===== src/sv/percent_encoder_defines.svh =====
`ifndef PERCENT_ENCODER_DEFINES_SVH
`define PERCENT_ENCODER_DEFINES_SVH

// same-cycle implication
`define PE_ASSERT_NOW(lbl, ante, cons, msg) \
	lbl: assert property (@(posedge clk) disable iff (!arst_n) (ante) |-> (cons)) \
		else $error(msg);

// next-cycle implication
`define PE_ASSERT_NEXT(lbl, ante, cons, msg) \
	lbl: assert property (@(posedge clk) disable iff (!arst_n) (ante) |=> (cons)) \
		else $error(msg);

`endif


===== src/sv/pe_pkg.sv =====
package pe_pkg;

	typedef logic [7:0] byte_t;
	typedef logic [2:0] tbl_sel_t;
	typedef logic [1:0] phase_t;

	localparam tbl_sel_t TBL_URI       = 3'd0;
	localparam tbl_sel_t TBL_ARGS      = 3'd1;
	localparam tbl_sel_t TBL_COMPONENT = 3'd2;
	localparam tbl_sel_t TBL_HTML      = 3'd3;
	localparam tbl_sel_t TBL_REFRESH   = 3'd4;
	localparam tbl_sel_t TBL_MEMCACHED = 3'd5;

	localparam phase_t PH_PCT = 2'd0;
	localparam phase_t PH_HI  = 2'd1;
	localparam phase_t PH_LO  = 2'd2;

	localparam byte_t CHAR_PERCENT = 8'h25;
	localparam byte_t CHAR_ZERO    = 8'h30;
	localparam byte_t CHAR_A_LOW   = 8'h61;

	localparam logic [31:0] ESC_MAPS [0:5][0:7] = '{
		'{32'hffffffff, 32'h80000029, 32'h00000000, 32'h80000000,
		  32'hffffffff, 32'hffffffff, 32'hffffffff, 32'hffffffff},
		'{32'hffffffff, 32'h88000869, 32'h00000000, 32'h80000000,
		  32'hffffffff, 32'hffffffff, 32'hffffffff, 32'hffffffff},
		'{32'hffffffff, 32'hfc009fff, 32'h78000001, 32'hb8000001,
		  32'hffffffff, 32'hffffffff, 32'hffffffff, 32'hffffffff},
		'{32'hffffffff, 32'h000000ad, 32'h00000000, 32'h80000000,
		  32'hffffffff, 32'hffffffff, 32'hffffffff, 32'hffffffff},
		'{32'hffffffff, 32'h00000085, 32'h00000000, 32'h80000000,
		  32'hffffffff, 32'hffffffff, 32'hffffffff, 32'hffffffff},
		'{32'hffffffff, 32'h00000021, 32'h00000000, 32'h00000000,
		  32'h00000000, 32'h00000000, 32'h00000000, 32'h00000000}
	};

	// zero byte is never escaped; selectors past the last map use memcached
	function automatic logic needs_escape(tbl_sel_t sel, byte_t b);
		tbl_sel_t s;
		s = (sel > TBL_MEMCACHED) ? TBL_MEMCACHED : sel;
		return (b != 8'h00) && ESC_MAPS[s][b[7:5]][b[4:0]];
	endfunction

	function automatic byte_t hex_char(logic [3:0] n);
		return (n < 4'd10) ? (CHAR_ZERO + {4'd0, n}) : (CHAR_A_LOW + {4'd0, n} - 8'd10);
	endfunction

endpackage


===== src/sv/percent_encoder.sv =====
// Channel  | Dir | tdata            | tuser       | tlast
// s_axis   | in  | [7:0] in_byte    | -           | in_last
// m_axis   | out | [7:0] out_byte   | [0] out_last| out_end
// cfg      | in  | [2:0] escape_table (write on cfg_we)
//
// One byte accepted per cycle while s_axis_tready is high; an escaped byte
// holds the output for three transfers, a plain byte or terminator for one.
// An input transfer passes through the input register, then the expansion
// register, before its first result reaches m_axis.
// Reset clears the terminated flag, the map select and both stage valids.
// A stalled m_axis backs up into the input register, then s_axis_tready falls.
`include "percent_encoder_defines.svh"

module percent_encoder
	import pe_pkg::*;
(
	input  logic       clk,
	input  logic       arst_n,
	input  logic       cfg_we,
	input  logic [2:0] cfg_data,      // [2:0] escape_table
	input  logic       s_axis_tvalid,
	output logic       s_axis_tready,
	input  logic [7:0] s_axis_tdata,  // [7:0] in_byte
	input  logic       s_axis_tlast,  // in_last
	output logic       m_axis_tvalid,
	input  logic       m_axis_tready,
	output logic [7:0] m_axis_tdata,  // [7:0] out_byte
	output logic       m_axis_tuser,  // [0] out_last
	output logic       m_axis_tlast   // out_end
);

	tbl_sel_t tbl_q;
	logic     term_q;

	logic     v_s1;
	byte_t    byte_s1;
	logic     last_s1;

	logic     v_s2;
	byte_t    byte_s2;
	logic     last_s2;
	logic     esc_s2;
	phase_t   phase_s2;

	logic     in_xfer;
	logic     out_xfer;
	logic     final_s2;
	logic     adv;
	logic     load_s1;

	assign in_xfer  = s_axis_tvalid && s_axis_tready;
	assign out_xfer = m_axis_tvalid && m_axis_tready;
	assign final_s2 = !esc_s2 || (phase_s2 == PH_LO);
	assign adv      = !v_s2 || (out_xfer && final_s2);
	assign s_axis_tready = !v_s1 || adv;
	assign load_s1  = in_xfer && !term_q;

	always_ff @(posedge clk or negedge arst_n) begin
		if (!arst_n) begin
			tbl_q <= TBL_URI;
		end else if (cfg_we) begin
			tbl_q <= cfg_data;
		end
	end

	always_ff @(posedge clk or negedge arst_n) begin
		if (!arst_n) begin
			term_q <= 1'b0;
		end else if (in_xfer) begin
			if (term_q) begin
				term_q <= !s_axis_tlast;
			end else begin
				term_q <= (s_axis_tdata == 8'h00) && !s_axis_tlast;
			end
		end
	end

	always_ff @(posedge clk or negedge arst_n) begin
		if (!arst_n) begin
			v_s1 <= 1'b0;
		end else if (s_axis_tready) begin
			v_s1 <= load_s1;
		end
	end

	always_ff @(posedge clk) begin
		if (load_s1) begin
			byte_s1 <= s_axis_tdata;
			last_s1 <= s_axis_tlast;
		end
	end

	always_ff @(posedge clk or negedge arst_n) begin
		if (!arst_n) begin
			v_s2     <= 1'b0;
			phase_s2 <= PH_PCT;
		end else if (adv) begin
			v_s2     <= v_s1;
			phase_s2 <= PH_PCT;
		end else if (out_xfer) begin
			phase_s2 <= phase_s2 + 2'd1;
		end
	end

	always_ff @(posedge clk) begin
		if (adv && v_s1) begin
			byte_s2 <= byte_s1;
			last_s2 <= last_s1;
			esc_s2  <= needs_escape(tbl_q, byte_s1);
		end
	end

	always_comb begin
		m_axis_tdata = byte_s2;
		m_axis_tuser = 1'b1;
		m_axis_tlast = last_s2 || (byte_s2 == 8'h00);
		if (esc_s2) begin
			case (phase_s2)
				PH_PCT: begin
					m_axis_tdata = CHAR_PERCENT;
					m_axis_tuser = 1'b0;
					m_axis_tlast = 1'b0;
				end
				PH_HI: begin
					m_axis_tdata = hex_char(byte_s2[7:4]);
					m_axis_tuser = 1'b0;
					m_axis_tlast = 1'b0;
				end
				default: begin
					m_axis_tdata = hex_char(byte_s2[3:0]);
					m_axis_tlast = last_s2;
				end
			endcase
		end
	end

	assign m_axis_tvalid = v_s2;

	`PE_ASSERT_NOW(a_plain_single, v_s2 && !esc_s2, phase_s2 == PH_PCT, "plain byte past first phase")
	`PE_ASSERT_NOW(a_phase_range, v_s2, phase_s2 != 2'd3, "phase out of range")
	`PE_ASSERT_NEXT(a_esc_continues, out_xfer && !final_s2, m_axis_tvalid, "escape sequence broken")
	`PE_ASSERT_NOW(a_end_is_last, m_axis_tvalid && m_axis_tlast, m_axis_tuser, "end without last")
	`PE_ASSERT_NEXT(a_s1_holds, v_s1 && !adv, v_s1 && $stable(byte_s1), "input stage lost")

endmodule

===== config.mk =====
export PLATFORM = sky130hd
export DESIGN_NAME = percent_encoder
export DESIGN_NICKNAME = d
export VERILOG_FILES = /design/src/sv/pe_pkg.sv /design/src/sv/percent_encoder.sv
export VERILOG_INCLUDE_DIRS = /design/src /design/src/sv
export SDC_FILE = /design/constraint.sdc
export NUM_CORES = 1
export LEC_CHECK = 0
export ABC_AREA = 1
export BUFFER_PORTS_ARGS = -buffer_cell sky130_fd_sc_hd__buf_2
export CAP_MARGIN = 10
export CORE_ASPECT_RATIO = 0.7
export CORE_MARGIN = 2
export CORE_UTILIZATION = 55
export DETAILED_ROUTE_END_ITERATION = 8
export PLACE_DENSITY = 0.78
export SLEW_MARGIN = 20
export SYNTH_ARGS = -nofsm -noshare
export SYNTH_HDL_FRONTEND = slang
export SYNTH_SLANG_ARGS = --single-unit

===== constraint.sdc =====
create_clock -name clk -period 2.6 [get_ports clk]
set_clock_uncertainty 0.1 [all_clocks]
set_input_delay 0.39 -clock clk [delete_from_list [all_inputs] [get_ports clk]]
set_output_delay 0.39 -clock clk [all_outputs]
set_load 0.03 [all_outputs]

# Word-level counts from Yosys, hierarchy flattened
# Memories as Yosys holds them, arrays and structs flattened.
# Cells that the tools add are included.
# totals
register_bits,27
latch_bits,0
ramBits,0
romBits,2048
input_bits,17
word_cells,69
memories,1
# mem_list
name,depth,width,read_ports,rd_clocked_by_memory_dff,wr,line_no,source
(no name shown),8,256,1,0,0,pe_pkg.sv:41,return (b != 8'h00) && ESC_MAPS[s][b[7:5]][b[4:0]];
# classes
n_addsub,7
n_mul,0
div_mod_pow,0
order_cmp,6
n_eq_ne,2
n_shift,0
mux,19
n_bitwise,2
reduce_logical,22
# ops
operator,n
two-way mux 256 bit,2
binary-select mux 32 bit (select 3 bit),1
two-way mux 32 bit,2
two-way mux 8 bit,3
"adder 7 x 4 -> 8 bit, first input constant",2
logical NOT 8 bit,2
one-hot mux 8 bit (2 select lines),1
"subtractor 8 x 4 -> 8 bit, second input constant",2
"adder 6 x 4 -> 7 bit, first input constant",2
"greater-or-equal comparator 4 bit, second input constant",2
"less-than comparator 4 bit, second input constant",2
NOT 3 -> 4 bit,2
nonzero test 8 bit,1
logical AND 1 bit,7
"less-than comparator 5 x 6 -> 1 bit, second input constant",1
two-way mux 1 bit,6
binary-select mux 1 bit (select 5 bit),1
logical NOT 1 bit,5
logical OR 1 bit,4
two-way mux 2 bit,2
"> comparator 3 bit, second input constant",1
two-way mux 3 bit,1
"adder 2 x 1 -> 2 bit, second input constant",1
"== test 2 x 1 -> 1 bit, second input constant",1
4 further kinds,4

# Longest topological paths before layout
# Gate-level depths: netlist of the first run.
# logic_depth
ltp_word,12
depth_mapped,15

# Worst setup path before layout of the first run
# Ideal clock, no wire load.
# synth_timing
path_type,register -> output
from,register phase_s2[1]
to,output port m_axis_tdata[1]
t_arrival_ns,1.681
required_ns,2.110
path_slack_ns,0.429
stages_incl_launch_ff,6
path_buffers,0
path_cell_list,dfrtp_1 > inv_1 > ha_1 > nor2_1 > o21ai_0 > o21ai_0
# synth_via
elab_chain_len,3
# synth_lines
item,line_no,source
from (decl),percent_encoder.sv:43,phase_t phase_s2;
from (signal assigned),percent_encoder.sv:101,phase_s2 <= phase_s2 + 2'd1;
== test 2 x 1 -> 1 bit / logical NOT 2 bit (equally long branches),percent_encoder.sv:118,case (phase_s2)
one-hot mux 8 bit (2 select lines) *,percent_encoder.sv:118,
two-way mux 8 bit *,percent_encoder.sv:117,if (esc_s2) begin
to (decl),percent_encoder.sv:27,"output logic [7:0] m_axis_tdata,"
# Every way passes the cells marked *; elsewhere a longest branch is shown, timed or not.

# Final worst setup path of the first run
# layout_timing
from,register phase_s2[1]
to,output port m_axis_tdata[0]
# The elaborated chain is that of the path after synthesis.

==> impl_metrics.toml, run 1 <==
[route]
drt-vias-per-instance = 5.452
drt-wirelength-per-cell_um = 12.65
ant_nets = 0
drc = 0
drtIter0Drc = 167
finalWirelength_mm = 3.440
dr.pass1.iters = 5
num_vias = 1483

[critical_path]
arrival_ns = 1.89
path_class = "reg -> out"
rr_startpoint = "tbl_q[2]"
end_kind = "primary output"
reg2reg_to = "esc_s2"
reg2reg_slack_ns = 0.57
reg2reg_depth = 15
setup.worst_path.start = "phase_s2[1]"
worstSetupEndpoint = "m_axis_tdata[0]"
start_kind = "register"
path_max_fanout = 6
crit_required_ns = 2.11

[job]
cap_violations = 0

[sta]
finalHoldViolCount = 0
tns_ns = 0
hold_ws_ns = 0.2025
fin_crit_sh_pct = 91.51
rsz0062_at_grt = "no"
setup_viol = 0
max_freq_ghz = 0.4203
setup_ws_ns = 0.2207
min_period_ns = 2.379
relSlewSlack_pct = 74.45
tightest_slew_ns = 0.3833
slew_viol_final = 0

[clock_tree]
cts_buffers = 3
post_cts_resized = 0
clkSinkCount = 27
clk_pin_slew_worst_paths_ns = 0.09
clock-root-buffer = "clkbuf_8"
cts_tree = "done"
postCtsSetupBuffers = 0
clk-insertion-delay-late_ns = 0.27
clockBufferDepth = 2
htree_levels = 1

[floorplanning]
die_w_um = 70.26
fp.dieH_um = 50.39
row_count = 16
ios = 29
core_sq_um = 2863
die_area_sq_um = 3540
initial_core_util_pct = 59.05

[layout]
fill_cells = 248
utilization_pct = 67.22
antenna_cells = 0
final_common_cell = "nand2_1"
syn2layout_area_growth_pct = 13.84
nets = 262
drive_above_1_share_pct = 19.92
layout_common_cells = "nand2_1 (51), inv_1 (28), buf_2 (28)"

[status]
status = "finished, final reports clean"

[logic_synthesis]
syn_avg_cell_area_sq_um = 8.246
syn-num-nets = 230
synthCells = 205
ys_types = 31
synth-seq-cells = 27
synth_area_sq_um = 1690
yosysWarnings = 0
synth_seq_area_share_pct = 45.60

[hold_path]
holdPathStages = 1
hold_class = "in -> reg"

[power]
p_leak_nw = 0.9155
pwr_density_cell_nw_per_um2 = 974.2
vdd_drop_max_mv = 0.5991

[global_route]
grt_start_max_net_pins = 18
grt_usage_pct = 21.73
grt-ovfl-total = 0
antenna_found_initial = 0
grt_pass1_vias = 1374
grt_pass1_wl_mm = 6.085

[placed_design]
gp_congestion = 0.9265
io_buffers = 28
pre_cts_ws_ns = 0.5339
dp_hpwl_mm = 2.648
[how the worst min path moves through the flow]
| stage | start | endpoint | slack [ns] |
|---|---|---|---|
| 3_5_place_dp | arst_n | tbl_q[2] | 0.14 |
| 2_1_floorplan | arst_n | m_axis_tvalid | -0.006 |
| 4_1_cts | s_axis_tdata[6] | byte_s1[6] | 0.20 |
| 5_1_grt | s_axis_tlast | last_s1 | 0.19 |
| 6_report | s_axis_tdata[6] | byte_s1[6] | 0.20 |
| 3_3_place_gp | arst_n | tbl_q[0] | 0.14 |
[cells by family (layout without fill, tap and decap cells)]
kind of cell               count (synthesis)  after routing  synth area share (%)
AOI/OAI and AO/OA                         36             36                 13.47
xor gates and xnor gates                   1              1                0.5182
adders and majority gates                  8              8                 5.922
buffers and inverters                     34             65                 8.364
DFF                                       27             27                 45.60
and+or+nand+nor                           99             99                 26.13
[where the power goes]
group	switching (mW)	internal (mW)
Combinational	0.637	0.289
Clock	0.135	0.112
Sequential	0.102	0.599
[cell type report]
type	count	area (sq um)	share of cell area [%]
Timing Repair Buffer	31	165.2	8.583
Tap cell	36	45.04	2.341
Sequential cell	27	770.7	40.05
Inverter	30	115.1	5.982
Clock buffer	3	41.29	2.146
Multi-Input combinational cell	144	778.2	40.44
Clock inverter	1	8.758	0.4551
[per-layer routing]
metal / global-route usage (%) / wire length (um) / part of all wire [%] / vias up
li1: - / - / - / 754
met1: 30.95 / 1672 / 49 / 645
met2: 34.12 / 1381 / 40 / 78
met3: 5.823 / 365 / 11 / 6
met4: 3.526 / 21 / 0.61 / 0
met5: 0 / 0 / 0 / -
[repair_timing]
item,CTS,global route
hold buffers,1,0
endpoints found under the setup margin,0,0
endpoints found under the hold margin,8,0
[synth_stat cells]
master    count  share of area, %
nand3b_1      1              0.44
o22ai_1       1              0.37
inv_4         1              0.37
edfxtp_1     19                34
nor3_2        1              0.59
o21ai_2       1              0.52
nand2_2       5               1.9
nand3_2       2               1.2
clkbuf_1      2              0.44
nor2_1       18               4.0
a221oi_1      1              0.52
o221ai_1      3               1.6
dfrtp_1       8                12
a21oi_2       1              0.52
o211ai_1      3               1.3
nand3_1      14               4.1
nand4_1       4               1.5
ha_1          8               5.9
buf_4         1              0.44
a21oi_4       1              0.96
buf_6         1              0.67
o21ai_1       2              0.59
nand2_1      51                11
o21ai_0      14               4.1
nor4_1        3               1.1
a21oi_1       7               2.1
inv_2         1              0.22
xor2_1        1              0.52
a31oi_1       1              0.37
inv_1        28               6.2
o32ai_1       1              0.52
[metrics by stage]
step	area, sq um	cells	power, mW
3_3_place_gp	1864	267	1.616
6_report	1924	272	1.875
5_1_grt	1924	272	2.018
4_1_cts	1924	272	1.873
3_5_place_dp	1864	267	1.624
2_1_floorplan	1690	205	1.379
[worst max-delay path, cell delays in order (launching register included)]
cell and delay [ns]:
dfrtp_1 0.38, inv_1 0.08, ha_1 0.25, nor2_1 0.24, nand2_1 0.13, o21ai_0 0.16, nand2_1 0.07, o221ai_1 0.08
buf_2 0.23
[state kept, by name, summed over array words and instances (netlist names)]
name	cells
byte_s2	8
v_s1	1
phase_s2	2
term_q	1
last_s2	1
byte_s1	8
esc_s2	1
m_axis_tvalid	1
last_s1	1
tbl_q	3
Note: power is estimated with default switching activity, not from simulation.
==> run 2, diff against run 1 <==
- RECOVER_POWER: default -> 100
- SLEW_MARGIN: 20 -> default
==> run 2 against run 1 <==
Net effect: hold slack improved by 0.0011 ns; worst setup slack got worse by 0.016 ns; fmax fell by 0.68%; via count fell by 1.2%; critical path depth did not move; utilization fell by 1.2 points; wire length rose by 0.35%; non-clock buffer count did not move; die area did not move; total power fell by 1.7%.
==> impl_metrics.toml, run 2 (synthesized netlist as in run 1, its figures left out) <==
[route]
drt-wirelength-per-cell_um = 12.69
num_vias = 1465
ant_nets = 0
drc = 0
finalWirelength_mm = 3.452
drt-vias-per-instance = 5.386
drtIter0Drc = 165
dr.pass1.iters = 5

[clock_tree]
postCtsSetupBuffers = 0
clk-insertion-delay-late_ns = 0.27
post_cts_resized = 0
clk_pin_slew_worst_paths_ns = 0.09
clock-root-buffer = "clkbuf_8"
cts_tree = "done"
postCtsHoldBufs = 1
clkSinkCount = 27
clockBufferDepth = 2
htree_levels = 1
cts_buffers = 3

[placed_design]
gp_congestion = 0.9265
io_buffers = 28
dp_hpwl_mm = 2.648
place_area_sq_um = 1864

[critical_path]
end_kind = "primary output"
path_max_fanout = 6
arrival_ns = 1.91
start_kind = "register"
reg2reg_slack_ns = 0.40
reg2reg_depth = 8
crit_required_ns = 2.11
path_class = "reg -> out"

[sta]
max_freq_ghz = 0.4174
finalHoldViolCount = 0
rsz0062_at_grt = "no"
relSlewSlack_pct = 63.94
slew_viol_final = 0
hold_ws_ns = 0.2035
setup_viol = 0
fin_crit_sh_pct = 92.14
min_period_ns = 2.396
tightest_slew_ns = 0.5409
tns_ns = 0

[job]
cap_violations = 0

[floorplanning]
core_sq_um = 2863
die_area_sq_um = 3540
initial_core_util_pct = 59.05
die_w_um = 70.26
fp.dieH_um = 50.39
ios = 29
row_count = 16

[power]
internal_power_mw = 0.9736
total_power_mw = 1.843
p_leak_nw = 0.8674
clkPwrFrac_pct = 13.3
p_sw_share_pct = 47.17
power_frac_seq_pct = 38.0
switchingPower_mw = 0.8692
pwr_density_cell_nw_per_um2 = 974.7
pwr-share-comb_pct = 48.7
vdd_drop_max_mv = 0.5669

[global_route]
grt_pass1_vias = 1374
grt_usage_pct = 21.73
grt_start_max_net_pins = 18
grt_pass1_wl_mm = 6.085
grt-ovfl-total = 0
antenna_found_initial = 0

[layout]
syn2layout_area_growth_pct = 11.84
drive_above_1_share_pct = 11.44
final_common_cell = "nand2_1"
layout_common_cells = "nand2_1 (52), inv_1 (29), edfxtp_1 (19)"
fin_area_sq_um = 1891
regArea_sq_um = 770.7
multiInputGateArea_sq_um = 770.7
antenna_cells = 0
nets = 262
utilization_pct = 66.04
fill_cells = 258
top_regs = "byte_s1: 8 flops, byte_s2: 8 flops, tbl_q: 3 flops"

[hold_path]
hold_class = "in -> reg"
holdPathStages = 1

[status]
status = "finished, final reports clean"
## run 2: final cells by class
class                      count  share of cell area [%]
clock buffer                   3                   2.184
clock inverter                 1                  0.4633
inverter                      30                   6.089
multi-input combinational    144                   40.77
sequential                    27                   40.77
tap                           36                   2.383
timing repair buffer          31                   7.346
## run 2: power groups by stage
stage          clock network, mW  registers, mW  logic, mW
2_1_floorplan                  0          0.669      0.711
3_3_place_gp                   0          0.706      0.910
3_5_place_dp                   0          0.707      0.917
4_1_cts                    0.250          0.698      0.924
5_1_grt                    0.268          0.715       1.01
6_report                   0.246          0.700      0.897
## run 2: metal layers
layer  routed length, um  share of wire [%]  track usage, %  up-vias
met2                1394                 40           34.12       72
met4                  15               0.43           3.526        0
met1                1711                 50           30.95      638
li1                    -                  -               -      751
met3                 330                9.6           5.823        4
met5                   0                  0               0        -
## run 2: through the flow
step / worst slack [ns] / cells
global route: 0.01052 / 272
floorplan: 0.4286 / 205
CTS: 0.2224 / 272
finish: 0.2042 / 272
detailed placement: 0.5339 / 267
global placement: 0.5968 / 267
## run 2: critical path, stage by stage (launching register included)
cell,delay (ns)
dfrtp_1,0.38
inv_1,0.08
ha_1,0.25
nor2_1,0.25
nand2_1,0.13
o21ai_0,0.17
nand2_1,0.06
o21ai_0,0.08
clkbuf_2,0.23
## run 2: final timing paths
kind / endpoint / startpoint
setup / recovery: m_axis_tdata[1] / phase_s2[1]
hold / removal: last_s1 / s_axis_tlast
setup reg to reg: byte_s1[4] / esc_s2
hold reg to reg: last_s2 / last_s1
max in group asynchronous: phase_s2[0] / arst_n
min in group asynchronous: tbl_q[0] / arst_n
==> run 3, diff against run 2 <==
- CORE_UTILIZATION: 55 -> 60
- HOLD_SLACK_MARGIN: default -> 0.03
- PLACE_DENSITY: 0.78 -> 0.85
- clock period: 2.6 -> 3 ns (I/O delays scaled with it)
==> run 3 against run 2 <==
Net effect: final cell count decreased by 0.74%; die area decreased by 7.8%; register-to-register slack improved by 0.34 ns; clock power decreased by 14%; cell area decreased by 0.66%; utilization increased by 2.4 points; wire length decreased by 6.1%; critical endpoint is now m_axis_tdata[0]; largest power group unchanged.
==> impl_metrics.toml, run 3 (synthesized netlist as in run 1, its figures left out) <==
[status]
status = "finished, final reports clean"

[hold_path]
hold_class = "in -> reg"

[route]
drt-wirelength-per-cell_um = 12.00
finalWirelength_mm = 3.240
num_vias = 1435
ant_nets = 0
dr.pass1.iters = 4
drc = 0
drt-vias-per-instance = 5.315
drtIter0Drc = 107

[placed_design]
pre_cts_ws_ns = 0.8429
dp.cells = 265
place_area_sq_um = 1849
dp_hpwl_mm = 2.528
gp_congestion = 0.9628
io_buffers = 28

[power]
total_power_mw = 1.572
clkPwrFrac_pct = 13.4
switchingPower_mw = 0.7448
vdd_drop_max_mv = 0.5611
p_sw_share_pct = 47.39
p_leak_nw = 0.8529
pwr-share-comb_pct = 48.0
pwr_density_cell_nw_per_um2 = 836.9
power_frac_seq_pct = 38.6
internal_power_mw = 0.8268

[layout]
layout_common_cells = "nand2_1 (52), inv_1 (29), edfxtp_1 (19), clkbuf_1 (19), nor2_1 (18)"
drive_above_1_share_pct = 9.829
syn2layout_area_growth_pct = 11.10
fin_area_sq_um = 1878
regArea_sq_um = 770.7
nets = 260
fill_cells = 219
antenna_cells = 0
multiInputGateArea_sq_um = 770.7
utilization_pct = 68.48
final_cells = 270
final_common_cell = "nand2_1"
top_regs = "byte_s1: 8 flops, byte_s2: 8 flops, tbl_q: 3 flops"

[critical_path]
path_max_fanout = 6
max_stage_delay_ns = 0.38
path_cells = "inv_1 > ha_1 > nor2_1 > nand2_1 > o21ai_0 > nand2_1 > o221ai_1 > clkbuf_1"
end_kind = "primary output"
crit_required_ns = 2.45
start_kind = "register"
arrival_ns = 2.02
path_class = "reg -> out"
crit_slowest_cell = "dfrtp_1"
crit_top_cell = "nand2_1"

[sta]
setup_ws_ns = 0.4286
finalHoldViolCount = 0
setup_viol = 0
fin_crit_sh_pct = 85.71
max_freq_ghz = 0.3889
tightest_slew_ns = 0.7627
slew_viol_final = 0
rsz0062_at_grt = "no"
tns_ns = 0
hold_ws_ns = 0.2645
min_period_ns = 2.571
relSlewSlack_pct = 48.96

[global_route]
antenna_found_initial = 0
grt-ovfl-total = 0
grt_usage_pct = 21.90
grt_pass1_wl_mm = 5.561
grt_pass1_vias = 1288
grt_start_max_net_pins = 18

[floorplanning]
initial_core_util_pct = 61.63
row_count = 16
fp.dieH_um = 48.41
core_sq_um = 2743
die_w_um = 67.44
ios = 29
die_area_sq_um = 3265

[clock_tree]
clock-root-buffer = "clkbuf_8"
clkSinkCount = 27
post_cts_resized = 0
clk-insertion-delay-late_ns = 0.27
clk_pin_slew_worst_paths_ns = 0.10
cts_buffers = 3
postCtsHoldBufs = 1
cts_tree = "done"
clockBufferDepth = 2
postCtsSetupBuffers = 0
htree_levels = 1

[job]
cap_violations = 0
[run 3: layout make-up]
| class | instances | area share, % |
|---|---|---|
| clock inverter | 1 | 0.4664 |
| inverter | 30 | 6.129 |
| multi-input combinational | 144 | 41.04 |
| tap | 36 | 2.398 |
| sequential | 27 | 41.04 |
| timing repair buffer | 29 | 6.729 |
| clock buffer | 3 | 2.199 |
[run 3: worst max-delay path, delay by kind of cell (launching register included)]
kind | cells | cell delay [ns]
AND/OR/NAND/NOR | 3 | 0.49
buffers and inverters | 2 | 0.41
flip-flops | 1 | 0.38
adder cells (fa/ha/maj) | 1 | 0.24
AO/OA/AOI/OAI | 2 | 0.24
[run 3: metal layers]
metal,track usage [%],vias up,part of all wire (%)
met2,33.66,69,41
met1,33.91,610,49
met3,4.651,0,9.2
met5,0,-,0
met4,1.020,0,0
li1,-,756,-
[run 3: path summary, 6_finish.rpt]
| path | startpoint | end | slack (ns) | cells past startpoint |
|---|---|---|---|---|
| max | phase_s2[1] | m_axis_tdata[0] | 0.43 | 8 |
| min | s_axis_tlast | last_s1 | 0.26 | 1 |
| max reg2reg | esc_s2 | byte_s1[4] | 0.74 | 7 |
| min reg2reg | last_s1 | last_s2 | 0.33 | 0 |
| max in group asynchronous | arst_n | phase_s2[0] | 1.99 | 2 |
| min in group asynchronous | arst_n | tbl_q[1] | 0.52 | 2 |
[run 3: power groups by stage]
stage | sequential [mW] | clock (mW) | combinational (mW)
5_1_grt | 0.622 | 0.227 | 0.849
3_3_place_gp | 0.612 | 0 | 0.767
2_1_floorplan | 0.580 | 0 | 0.616
4_1_cts | 0.606 | 0.214 | 0.779
6_report | 0.607 | 0.211 | 0.754
3_5_place_dp | 0.614 | 0 | 0.774
